[config.mk]
export PLATFORM = sky130hd
export DESIGN_NAME = candle_flicker_intensity_top_flat
export DESIGN_NICKNAME = d
export VERILOG_FILES = /design/src/rtl/cfi_pkg.sv /design/src/rtl/cfi_if.sv /design/src/rtl/cfi_sdiv.sv /design/src/rtl/cfi_phase.sv /design/src/rtl/candle_flicker_intensity_top.sv /design/src/flat_wrapper.sv
export VERILOG_INCLUDE_DIRS = /design/src /design/src/rtl
export SDC_FILE = /design/constraint.sdc
export NUM_CORES = 1
export LEC_CHECK = 0
export ABC_AREA = 0
export BUFFER_PORTS_ARGS = -buffer_cell sky130_fd_sc_hd__buf_2
export CAP_MARGIN = 40
export CORE_UTILIZATION = 64
export CTS_CLUSTER_DIAMETER = 120
export DETAILED_ROUTE_END_ITERATION = 8
export GPL_ROUTABILITY_DRIVEN = 0
export HOLD_SLACK_MARGIN = 0.02
export PLACE_DENSITY = 0.88
export SLEW_MARGIN = 20
export SYNTH_ARGS = -nofsm -noshare
export SYNTH_HDL_FRONTEND = slang
export SYNTH_SLANG_ARGS = --single-unit
[constraint.sdc]
create_clock -name clk_i -period 11.3 [get_ports clk_i]
set_input_delay 1.695 -clock clk_i [delete_from_list [all_inputs] [get_ports clk_i]]
set_output_delay 1.695 -clock clk_i [all_outputs]
set_load 0.01 [all_outputs]
[src/rtl/candle_flicker_intensity_top_assert.svh]
// assertion helpers for the candle flicker intensity block
`ifndef CANDLE_FLICKER_INTENSITY_TOP_ASSERT_SVH
`define CANDLE_FLICKER_INTENSITY_TOP_ASSERT_SVH

// same-cycle implication, sampled on clk_i, off while rst_ni is low
`define CFI_ASSERT_NOW(label, ante, cons) \
  label: assert property (@(posedge clk_i) disable iff (!rst_ni) (ante) |-> (cons)) \
    else $error("cfi check failed");

// next-cycle implication, sampled on clk_i, off while rst_ni is low
`define CFI_ASSERT_NEXT(label, ante, cons) \
  label: assert property (@(posedge clk_i) disable iff (!rst_ni) (ante) |=> (cons)) \
    else $error("cfi check failed");

`endif

[src/rtl/cfi_pkg.sv]
package cfi_pkg;

  // field widths
  localparam int NoiseW   = 4;
  localparam int WordW    = 16;
  localparam int FlenW    = 2;
  localparam int ClenW    = 4;
  localparam int GateW    = 2;
  localparam int BlenW    = 2;
  localparam int BrightW  = 8;
  localparam int PhaseW   = 2;
  localparam int LevelW   = 3;

  // internal widths
  localparam int PtW      = 7;
  localparam int BtW      = 3;
  localparam int SpanW    = 5;
  localparam int ExtraW   = 6;
  localparam int SineW    = 10;
  localparam int DivisorW = 9;
  localparam int CntW     = $clog2(WordW + 1);
  localparam int NumW     = SpanW + PtW;

  localparam int DampTicks = 75;
  localparam logic [LevelW-1:0] FlashLevelRst = 3'd4;

  // phase codes
  localparam logic [PhaseW-1:0] PH_NORMAL = 2'd0;
  localparam logic [PhaseW-1:0] PH_FLASH  = 2'd1;
  localparam logic [PhaseW-1:0] PH_CHAOS  = 2'd2;
  localparam logic [PhaseW-1:0] PH_DAMP   = 2'd3;

  typedef struct packed {
    logic [NoiseW-1:0] noise;
    logic [WordW-1:0]  flash_word;
    logic [FlenW-1:0]  flash_len_pick;
    logic [ClenW-1:0]  chaos_len_pick;
    logic [GateW-1:0]  burst_gate;
    logic [BlenW-1:0]  burst_len_pick;
  } item_t;

  typedef struct packed {
    logic busy;
    logic done;
  } div_stat_t;

  typedef struct packed {
    logic [WordW-1:0]    quotient;
    logic [DivisorW-1:0] remainder;
  } div_res_t;

  typedef logic [(1<<NoiseW)-1:0][BrightW-1:0]  lvl_tab_t;
  typedef logic [(1<<PtW)-1:0][SineW-1:0]       sine_tab_t;
  typedef logic [(1<<LevelW)-1:0][DivisorW-1:0] dvsr_tab_t;

  // sine recurrence constants, q30
  localparam longint Q30One  = 64'sd1073741824;
  localparam longint Q30Half = 64'sd536870912;
  localparam longint K2Cos1  = 64'sd1160290367;
  localparam longint Sin1Q30 = 64'sd903522590;
  localparam longint Q22One  = 64'sd4194304;
  localparam longint Q22Half = 64'sd2097152;

  function automatic longint round_q30(longint v);
    if (v >= 0) begin
      return (v + Q30Half) / Q30One;
    end
    return -((-v + Q30Half) / Q30One);
  endfunction

  function automatic longint round_q22(longint v);
    if (v >= 0) begin
      return (v + Q22Half) / Q22One;
    end
    return -((-v + Q22Half) / Q22One);
  endfunction

  // q8 sine of the integer angle, two's complement
  function automatic sine_tab_t build_sine();
    sine_tab_t t;
    longint prev;
    longint cur;
    longint nxt;
    t    = '0;
    prev = 0;
    cur  = Sin1Q30;
    for (int i = 1; i < (1 << PtW); i++) begin
      t[i] = SineW'(round_q22(cur));
      nxt  = round_q30(K2Cos1 * cur) - prev;
      prev = cur;
      cur  = nxt;
    end
    return t;
  endfunction

  // floor(base*4/5) with base = 255 - noise
  function automatic lvl_tab_t build_low();
    lvl_tab_t t;
    int b;
    for (int n = 0; n < (1 << NoiseW); n++) begin
      b    = 255 - n;
      t[n] = BrightW'((b * 4) / 5);
    end
    return t;
  endfunction

  // floor(base*9/10)
  function automatic lvl_tab_t build_mid();
    lvl_tab_t t;
    int b;
    for (int n = 0; n < (1 << NoiseW); n++) begin
      b    = 255 - n;
      t[n] = BrightW'((b * 9) / 10);
    end
    return t;
  endfunction

  // flash divisor (8 - level) * 50
  function automatic dvsr_tab_t build_dvsr();
    dvsr_tab_t t;
    for (int l = 0; l < (1 << LevelW); l++) begin
      t[l] = DivisorW'((8 - l) * 50);
    end
    return t;
  endfunction

  localparam sine_tab_t SineQ8  = build_sine();
  localparam lvl_tab_t  LowTab  = build_low();
  localparam lvl_tab_t  MidTab  = build_mid();
  localparam dvsr_tab_t DvsrTab = build_dvsr();

endpackage

[src/rtl/cfi_if.sv]
interface cfi_in_if;
  logic                          valid;
  logic                          ready;
  logic [cfi_pkg::NoiseW-1:0]    noise;
  logic [cfi_pkg::WordW-1:0]     flash_word;
  logic [cfi_pkg::FlenW-1:0]     flash_len_pick;
  logic [cfi_pkg::ClenW-1:0]     chaos_len_pick;
  logic [cfi_pkg::GateW-1:0]     burst_gate;
  logic [cfi_pkg::BlenW-1:0]     burst_len_pick;

  modport source (
    output valid, noise, flash_word, flash_len_pick, chaos_len_pick, burst_gate,
           burst_len_pick,
    input  ready
  );
  modport sink (
    input  valid, noise, flash_word, flash_len_pick, chaos_len_pick, burst_gate,
           burst_len_pick,
    output ready
  );
endinterface

interface cfi_out_if;
  logic                         valid;
  logic                         ready;
  logic [cfi_pkg::BrightW-1:0]  brightness;
  logic [cfi_pkg::PhaseW-1:0]   phase;

  modport source (output valid, brightness, phase, input ready);
  modport sink (input valid, brightness, phase, output ready);
endinterface

[src/rtl/cfi_sdiv.sv]
module cfi_sdiv (
  input  logic                          clk_i,
  input  logic                          rst_ni,
  input  logic                          start_i,
  input  logic [cfi_pkg::WordW-1:0]     dividend_i,
  input  logic [cfi_pkg::DivisorW-1:0]  divisor_i,
  output cfi_pkg::div_stat_t            stat_o,
  output cfi_pkg::div_res_t             res_o
);
  import cfi_pkg::*;

  logic [WordW-1:0]    sh_q;
  logic [DivisorW-1:0] rem_q;
  logic [DivisorW-1:0] dvsr_q;
  logic [CntW-1:0]     cnt_q;
  logic                done_q;

  logic [DivisorW:0]   trial;
  logic [DivisorW:0]   diff;
  logic                fits;

  // one restoring step per cycle, quotient bits shift in behind the dividend
  assign trial = {rem_q, sh_q[WordW-1]};
  assign fits  = trial >= {1'b0, dvsr_q};
  assign diff  = trial - {1'b0, dvsr_q};

  always_ff @(posedge clk_i or negedge rst_ni) begin
    if (!rst_ni) begin
      cnt_q  <= '0;
      done_q <= 1'b0;
    end else if (start_i) begin
      cnt_q  <= CntW'(WordW);
      done_q <= 1'b0;
    end else if (cnt_q != '0) begin
      cnt_q  <= cnt_q - 1'b1;
      done_q <= (cnt_q == CntW'(1));
    end else begin
      done_q <= 1'b0;
    end
  end

  always_ff @(posedge clk_i) begin
    if (start_i) begin
      sh_q   <= dividend_i;
      rem_q  <= '0;
      dvsr_q <= divisor_i;
    end else if (cnt_q != '0) begin
      sh_q  <= {sh_q[WordW-2:0], fits};
      rem_q <= fits ? diff[DivisorW-1:0] : trial[DivisorW-1:0];
    end
  end

  assign stat_o.busy      = (cnt_q != '0);
  assign stat_o.done      = done_q;
  assign res_o.quotient   = sh_q;
  assign res_o.remainder  = rem_q;

endmodule

[src/rtl/cfi_phase.sv]
module cfi_phase (
  input  logic                        clk_i,
  input  logic                        rst_ni,
  input  cfi_pkg::item_t              item_i,
  input  cfi_pkg::div_res_t           div_i,
  input  logic                        commit_i,
  output logic [cfi_pkg::PhaseW-1:0]  phase_o,
  output logic [cfi_pkg::PtW-1:0]     pt_dec_o,
  output logic [cfi_pkg::SpanW-1:0]   span_o,
  output logic [cfi_pkg::BrightW-1:0] bright_o,
  output logic [cfi_pkg::PhaseW-1:0]  phase_nxt_o
);
  import cfi_pkg::*;

  logic [PhaseW-1:0]  phase_q, phase_d;
  logic [PtW-1:0]     pt_q, pt_d, pt_dec;
  logic [BtW-1:0]     bt_q, bt_d, bt_dec;

  logic [BrightW-1:0] base, low, mid, bright;
  logic [ExtraW-1:0]  extra;
  logic [SineW-1:0]   wgt;
  logic [ExtraW+SineW-1:0] prod;
  logic [BrightW:0]   damp_sum;
  logic [BrightW-1:0] damp_bright;

  assign pt_dec = (pt_q != '0) ? pt_q - 1'b1 : '0;
  assign bt_dec = (bt_q != '0) ? bt_q - 1'b1 : '0;

  assign base = 8'hFF - {4'b0, item_i.noise};
  assign low  = LowTab[item_i.noise];
  assign mid  = MidTab[item_i.noise];

  // damping: low + (extra * (256 + sin)) / 256, saturating
  assign extra       = div_i.quotient[ExtraW-1:0];
  assign wgt         = SineQ8[pt_dec] + SineW'(256);
  assign prod        = {{SineW{1'b0}}, extra} * {{ExtraW{1'b0}}, wgt};
  assign damp_sum    = {1'b0, low} + {1'b0, prod[ExtraW+SineW-1:8]};
  assign damp_bright = damp_sum[BrightW] ? 8'hFF : damp_sum[BrightW-1:0];

  always_comb begin
    phase_d = phase_q;
    pt_d    = pt_dec;
    bt_d    = bt_dec;
    bright  = base;
    unique case (phase_q)
      PH_NORMAL: begin
        bright = low;
        if (pt_dec == '0 && div_i.remainder == '0) begin
          pt_d    = 7'd6 + {5'b0, item_i.flash_len_pick};
          phase_d = PH_FLASH;
        end
      end
      PH_FLASH: begin
        if (pt_dec == '0) begin
          phase_d = PH_CHAOS;
          pt_d    = 7'd10 + {3'b0, item_i.chaos_len_pick};
        end
      end
      PH_CHAOS: begin
        if (pt_dec == '0) begin
          phase_d = PH_DAMP;
          pt_d    = PtW'(DampTicks);
        end
        if (bt_dec == '0) begin
          if (item_i.burst_gate == '0) begin
            bt_d = 3'd3 + {1'b0, item_i.burst_len_pick};
          end
          bright = low;
        end else begin
          bright = mid;
        end
      end
      PH_DAMP: begin
        if (pt_dec == '0) begin
          phase_d = PH_NORMAL;
        end
        bright = damp_bright;
      end
      default: begin
        phase_d = PH_NORMAL;
      end
    endcase
  end

  always_ff @(posedge clk_i or negedge rst_ni) begin
    if (!rst_ni) begin
      phase_q <= PH_NORMAL;
      pt_q    <= '0;
      bt_q    <= '0;
    end else if (commit_i) begin
      phase_q <= phase_d;
      pt_q    <= pt_d;
      bt_q    <= bt_d;
    end
  end

  assign phase_o     = phase_q;
  assign pt_dec_o    = pt_dec;
  assign span_o      = SpanW'(mid - low);
  assign bright_o    = bright;
  assign phase_nxt_o = phase_d;

endmodule

[src/rtl/candle_flicker_intensity_top.sv]
// sequence: an accepted item loads the divider, which steps one quotient bit per
//   cycle over a 16-bit dividend; the step then commits into the output register
//   once that is free, and no new item is taken before the commit
// reset: asynchronous, active low; phase normal, tick counters zero, flash level 4
// no memories, so nothing to sweep after reset
`include "candle_flicker_intensity_top_assert.svh"

module candle_flicker_intensity_top (
  input  logic                        clk_i,
  input  logic                        rst_ni,
  input  logic                        flash_level_we_i,
  input  logic [cfi_pkg::LevelW-1:0]  flash_level_i,
  cfi_in_if.sink                      item_i,
  cfi_out_if.source                   result_o
);
  import cfi_pkg::*;

  // sequencer codes
  localparam logic [1:0] S_IDLE   = 2'd0;  // waiting for an item
  localparam logic [1:0] S_START  = 2'd1;  // load the divider
  localparam logic [1:0] S_DIV    = 2'd2;  // divider stepping
  localparam logic [1:0] S_COMMIT = 2'd3;  // update phase state, fill output

  logic [1:0]          state_q, state_d;
  logic [LevelW-1:0]   level_q;
  item_t               item_q;

  logic                accept;
  logic                commit;
  logic                div_start;
  logic                out_free;

  div_stat_t           div_stat;
  div_res_t            div_res;
  logic [WordW-1:0]    dividend;
  logic [DivisorW-1:0] divisor;
  logic [NumW-1:0]     damp_num;

  logic [PhaseW-1:0]   cur_phase;
  logic [PtW-1:0]      pt_dec;
  logic [SpanW-1:0]    span;
  logic [BrightW-1:0]  bright;
  logic [PhaseW-1:0]   phase_nxt;

  logic                out_valid_q;
  logic [BrightW-1:0]  out_bright_q;
  logic [PhaseW-1:0]   out_phase_q;

  // flash level register, to be written only while the block is idle; the block itself does not enforce this
  always_ff @(posedge clk_i or negedge rst_ni) begin
    if (!rst_ni) begin
      level_q <= FlashLevelRst;
    end else if (flash_level_we_i) begin
      level_q <= flash_level_i;
    end
  end

  // one item in flight; the output register lets the next item in while
  // the previous result still waits for its transfer
  assign item_i.ready = (state_q == S_IDLE);
  assign accept       = item_i.valid && item_i.ready;
  assign out_free     = !out_valid_q || result_o.ready;

  always_comb begin
    state_d   = state_q;
    div_start = 1'b0;
    commit    = 1'b0;
    unique case (state_q)
      S_IDLE: begin
        if (accept) begin
          state_d = S_START;
        end
      end
      S_START: begin
        div_start = 1'b1;
        state_d   = S_DIV;
      end
      S_DIV: begin
        if (div_stat.done) begin
          state_d = S_COMMIT;
        end
      end
      S_COMMIT: begin
        if (out_free) begin
          commit  = 1'b1;
          state_d = S_IDLE;
        end
      end
      default: begin
        state_d = S_IDLE;
      end
    endcase
  end

  always_ff @(posedge clk_i or negedge rst_ni) begin
    if (!rst_ni) begin
      state_q <= S_IDLE;
    end else begin
      state_q <= state_d;
    end
  end

  // item fields held for the whole step
  always_ff @(posedge clk_i) begin
    if (accept) begin
      item_q.noise          <= item_i.noise;
      item_q.flash_word     <= item_i.flash_word;
      item_q.flash_len_pick <= item_i.flash_len_pick;
      item_q.chaos_len_pick <= item_i.chaos_len_pick;
      item_q.burst_gate     <= item_i.burst_gate;
      item_q.burst_len_pick <= item_i.burst_len_pick;
    end
  end

  // one shared division per item: in normal phase the remainder of the
  // random word by the flash divisor, in damping the quotient of
  // span * ticks by the damping length; other phases ignore the result
  assign damp_num = {{PtW{1'b0}}, span} * {{SpanW{1'b0}}, pt_dec};
  assign dividend = (cur_phase == PH_NORMAL) ? item_q.flash_word
                                             : {{(WordW-NumW){1'b0}}, damp_num};
  assign divisor  = (cur_phase == PH_NORMAL) ? DvsrTab[level_q]
                                             : DivisorW'(DampTicks);

  cfi_sdiv u_sdiv (
    .clk_i      (clk_i),
    .rst_ni     (rst_ni),
    .start_i    (div_start),
    .dividend_i (dividend),
    .divisor_i  (divisor),
    .stat_o     (div_stat),
    .res_o      (div_res)
  );

  // phase state and brightness selection
  cfi_phase u_phase (
    .clk_i       (clk_i),
    .rst_ni      (rst_ni),
    .item_i      (item_q),
    .div_i       (div_res),
    .commit_i    (commit),
    .phase_o     (cur_phase),
    .pt_dec_o    (pt_dec),
    .span_o      (span),
    .bright_o    (bright),
    .phase_nxt_o (phase_nxt)
  );

  // output register
  always_ff @(posedge clk_i or negedge rst_ni) begin
    if (!rst_ni) begin
      out_valid_q <= 1'b0;
    end else if (commit) begin
      out_valid_q <= 1'b1;
    end else if (result_o.ready) begin
      out_valid_q <= 1'b0;
    end
  end

  always_ff @(posedge clk_i) begin
    if (commit) begin
      out_bright_q <= bright;
      out_phase_q  <= phase_nxt;
    end
  end

  assign result_o.valid      = out_valid_q;
  assign result_o.brightness = out_bright_q;
  assign result_o.phase      = out_phase_q;

  // divider is idle whenever a new item may come in
  `CFI_ASSERT_NOW(a_ready_div_idle, item_i.ready, !div_stat.busy)
  // the divider finishes only while the sequencer waits for it
  `CFI_ASSERT_NOW(a_done_in_div, div_stat.done, state_q == S_DIV)
  // a committed step always shows up as a pending result
  `CFI_ASSERT_NEXT(a_commit_fills_out, commit, result_o.valid)

endmodule
[src/flat_wrapper.sv]
// flat-port wrapper written by rule: the top's interface ports become plain ports
module candle_flicker_intensity_top_flat import cfi_pkg::*;
  (clk_i, rst_ni, flash_level_we_i, flash_level_i, item_i_valid, item_i_noise, item_i_flash_word, item_i_flash_len_pick, item_i_chaos_len_pick, item_i_burst_gate, item_i_burst_len_pick, item_i_ready, result_o_valid, result_o_brightness, result_o_phase, result_o_ready);
  cfi_in_if item_i_i ();
  cfi_out_if result_o_i ();
  input  logic clk_i;
  input  logic rst_ni;
  input  logic flash_level_we_i;
  input  logic [cfi_pkg::LevelW-1:0] flash_level_i;
  input wire logic [$bits(item_i_i.valid)-1:0] item_i_valid;
  input wire logic [$bits(item_i_i.noise)-1:0] item_i_noise;
  input wire logic [$bits(item_i_i.flash_word)-1:0] item_i_flash_word;
  input wire logic [$bits(item_i_i.flash_len_pick)-1:0] item_i_flash_len_pick;
  input wire logic [$bits(item_i_i.chaos_len_pick)-1:0] item_i_chaos_len_pick;
  input wire logic [$bits(item_i_i.burst_gate)-1:0] item_i_burst_gate;
  input wire logic [$bits(item_i_i.burst_len_pick)-1:0] item_i_burst_len_pick;
  output wire logic [$bits(item_i_i.ready)-1:0] item_i_ready;
  output wire logic [$bits(result_o_i.valid)-1:0] result_o_valid;
  output wire logic [$bits(result_o_i.brightness)-1:0] result_o_brightness;
  output wire logic [$bits(result_o_i.phase)-1:0] result_o_phase;
  input wire logic [$bits(result_o_i.ready)-1:0] result_o_ready;
  assign item_i_i.valid = item_i_valid;
  assign item_i_i.noise = item_i_noise;
  assign item_i_i.flash_word = item_i_flash_word;
  assign item_i_i.flash_len_pick = item_i_flash_len_pick;
  assign item_i_i.chaos_len_pick = item_i_chaos_len_pick;
  assign item_i_i.burst_gate = item_i_burst_gate;
  assign item_i_i.burst_len_pick = item_i_burst_len_pick;
  assign item_i_ready = item_i_i.ready;
  assign result_o_valid = result_o_i.valid;
  assign result_o_brightness = result_o_i.brightness;
  assign result_o_phase = result_o_i.phase;
  assign result_o_i.ready = result_o_ready;
  candle_flicker_intensity_top u_core (.clk_i(clk_i), .rst_ni(rst_ni), .flash_level_we_i(flash_level_we_i), .flash_level_i(flash_level_i), .item_i(item_i_i), .result_o(result_o_i));
endmodule
==> flow_metrics.py <==
metrics = {
    "logic_synthesis": {
        "synthArstFlopShare": 0.224,
        "syn_area_um2": 10700,
        "post_synth.cell_area_avg_um2": 8.42,
        "synth_top_area_cell": "edfxtp_1",
        "synthesis.nets": 1449,
        "synthFlopType": "edfxtp_1",
        "synth_seq_cells": 107,
        "yosysTopAreaCellShare": 0.182,
        "syn_inst": 1273,
        "yosysSeqAreaShare": 0.272,
        "synth-edff-count": 65,
        "synth_cell_type_count": 87,
        "yosys-top-cells-area": "edfxtp_1 18%, ha_1 10%, fa_1 9.3%",
        "ys_warn_count": 0,
    },
    "floorplanning": {
        "num_rows": 46,
        "die-area_um2": 17300,
        "core-area_um2": 16100,
        "io-pin-count": 50,
        "die_y_um": 131,
        "die_w_um": 131,
        "start_util": 0.665,
    },
    "timing": {
        "skew_ns": 0.0113,
        "slew_headroom": 0.385,
        "worstMarginPinSlew_ns": 0.920,
        "period_needed_ns": 10.03,
        "rsz0062_at_grt": "no",
        "timing.setup.tns_ns": 0,
        "finalSetupViolCount": 0,
        "max_freq_mhz": 99.7,
        "drv_slew": 0,
        "post-route-period-util": 0.888,
        "finalHoldViolCount": 0,
    },
    "critical_path": {
        "r2r_setup_slack_ns": 1.27,
        "startpoint": "u_core.u_phase.pt_q[0]",
        "crit_fanout": 22,
        "cp-end-kind": "register",
        "crit_required_ns": 11.40,
        "criticalPathCategory": "reg2reg",
        "timing.rr.end": "u_core.result_o.brightness[2]",
        "timing.rr.start": "u_core.u_phase.pt_q[0]",
        "cpPeakStageDelay_ns": 0.71,
        "critPathArrivalTime_ns": 10.14,
        "worstSetupStartpointType": "register",
        "worstRegToRegCells": 33,
        "cp_slowest_cell": "ha_1",
    },
    "drt": {
        "drtIter0Drc": 1479,
        "routedWlPerCell_um": 19.3,
        "wl_met2_mm": 13.2,
        "wl_met3_mm": 3.09,
        "viasPerCell": 6.62,
        "first_pass_iters": 8,
        "ant_nets": 0,
        "wl_met1_mm": 11.1,
        "vias": 9881,
        "routed.top_layer": "met4",
        "post-route-drc-count": 0,
        "drt-total-wl_mm": 28.8,
    },
    "clock_tree": {
        "clock_sinks": 107,
        "post_cts_resized": 0,
        "ctsHoldBuffers": 0,
        "clock_latency_ns": 0.35,
        "cts_tree": "yes",
        "cts_setup_buffers": 0,
        "numCtsBuffers": 9,
        "cts-root-buf": "clkbuf_16",
        "cts_max_level": 3,
        "path_clk_slew_ns": 0.08,
        "cts_buffer_depth": 2,
    },
    "global_routing": {
        "grt_pass1_wl_mm": 47.4,
        "grt_max_degree": 60,
        "grt_use_total": 0.337,
        "grt_pass1_vias": 9611,
        "overflow": 0,
        "antenna_found_initial": 0,
    },
    "worst_hold_path": {
        "hold_end": "u_core.u_sdiv.rem_q[7]",
        "whs_path_depth": 2,
        "min_path_type": "reg2reg",
        "hp-start": "u_core.u_sdiv.rem_q[7]",
    },
    "finish": {
        "regArea_um2": 2910,
        "nNetsFinal": 1448,
        "fillers": 1161,
        "mostFrequentLayoutCells": "129 x nand2_1, 113 x nor2_1, 106 x inv_1",
        "layout_commonest_cell": "nand2_1",
        "antenna_cells": 0,
        "area_delta_synth_final_pct": 6.29,
        "multi_input_area_um2": 7100,
        "drive_gt1_frac": 0.0916,
    },
    "placed_design": {
        "dp_hpwl_mm": 20.4,
        "io_buffer_count": 49,
    },
    "flow_run": {
        "cap_violations": 0,
    },
    "outcome": {
        "status": "finished, final reports clean",
    },
}
## worst max path at each step
stage                                          endpoint  slack, ns  cells past startpoint
after floorplan           u_core.result_o.brightness[0]       3.15                     36
after global placement    u_core.result_o.brightness[5]       1.94                     33
after detailed placement  u_core.result_o.brightness[2]       1.52                     33
after CTS                 u_core.result_o.brightness[2]       1.50                     33
after global routing      u_core.result_o.brightness[1]       0.67                     33
final                     u_core.result_o.brightness[2]       1.27                     33
## cells in the mapped netlist (6+ instances only)
master	count
a211oi_1	25
a21o_1	13
a21oi_1	94
a311oi_1	8
a31oi_1	15
and2_1	51
and3_1	8
buf_1	6
buf_2	8
clkbuf_1	58
dfrtp_1	23
dfxtp_1	18
edfxtp_1	65
fa_1	50
ha_1	88
inv_1	106
mux2_2	7
mux2i_1	12
nand2_1	129
nand2b_1	20
nand3_1	30
nand4_1	10
nor2_1	114
nor2b_1	15
nor3_1	28
o211ai_1	24
o21a_1	7
o21ai_0	73
o21bai_1	8
o22a_1	6
o22ai_1	10
o31ai_1	9
xnor2_1	19
xor2_1	17
## flip-flops by register name (all words and copies together) (netlist names)
signal and count:
u_core.u_sdiv.done_q 1, u_core.u_sdiv.rem_q 9, u_core.result_o.phase 2, u_core.u_phase.low 4
u_core.state_q 2, u_core.u_sdiv.cnt_q 5, u_core.u_sdiv.dvsr_q 9, u_core.result_o.valid 1
u_core.u_phase.mid 5, u_core.u_phase.phase_o 2, u_core.u_phase.bt_q 3, u_core.u_phase.pt_q 7
u_core.level_q 3, u_core.item_q 30, u_core.u_sdiv.sh_q 16, u_core.result_o.brightness 8
## cell type report
class                      count  area share
multi-input combinational    979       0.623
clock inverter                 6     0.00395
tap                          216      0.0237
timing repair buffer          66      0.0359
inverter                     109      0.0359
clock buffer                  10      0.0220
sequential                   107       0.256
## stage by stage
step                      hold slack [ns]  worst slack [ns]  utilization  std cells  instance area [µm²]
after floorplan                     0.449              3.15            -       1273                10700
after global routing                0.509             0.672        0.707       1493                11400
after detailed placement            0.480              1.52        0.685       1473                11000
after CTS                           0.489              1.50        0.704       1489                11300
final                               0.481              1.27        0.707       1493                11400
after global placement              0.463              1.94        0.683       1470                11000
## cell families (layout without fill, tap and decap cells)
family | count (synthesis) | in the layout | share of synthesized area
adders and majority gates | 138 | 138 | 0.196
buffers and inverters | 187 | 191 | 0.0688
DFF | 107 | 107 | 0.272
other | 1 | 1 | 0.000350
xor gates and xnor gates | 37 | 37 | 0.0309
muxes | 21 | 21 | 0.0219
and+or+nand+nor | 435 | 435 | 0.195
AOI/OAI and AO/OA | 347 | 347 | 0.215
## critical path: cells and delay by family (launching register included)
| kind | cells | cell delay (ns) |
|---|---|---|
| adders and majority gates | 7 | 3.46 |
| AOI/OAI and AO/OA | 13 | 2.68 |
| and+or+nand+nor | 8 | 1.98 |
| buffers and inverters | 4 | 0.83 |
| DFF | 1 | 0.64 |
| xor gates and xnor gates | 1 | 0.17 |
## layer usage
metal	vias up	GRT usage
met4	0	0.164
met3	147	0.0667
met2	652	0.544
met5	-	0
li1	4496	-
met1	4586	0.433
Power is left out: the tool's default activity adds up to more than one toggle a clock period on the data nets, which glitch-free logic cannot reach.
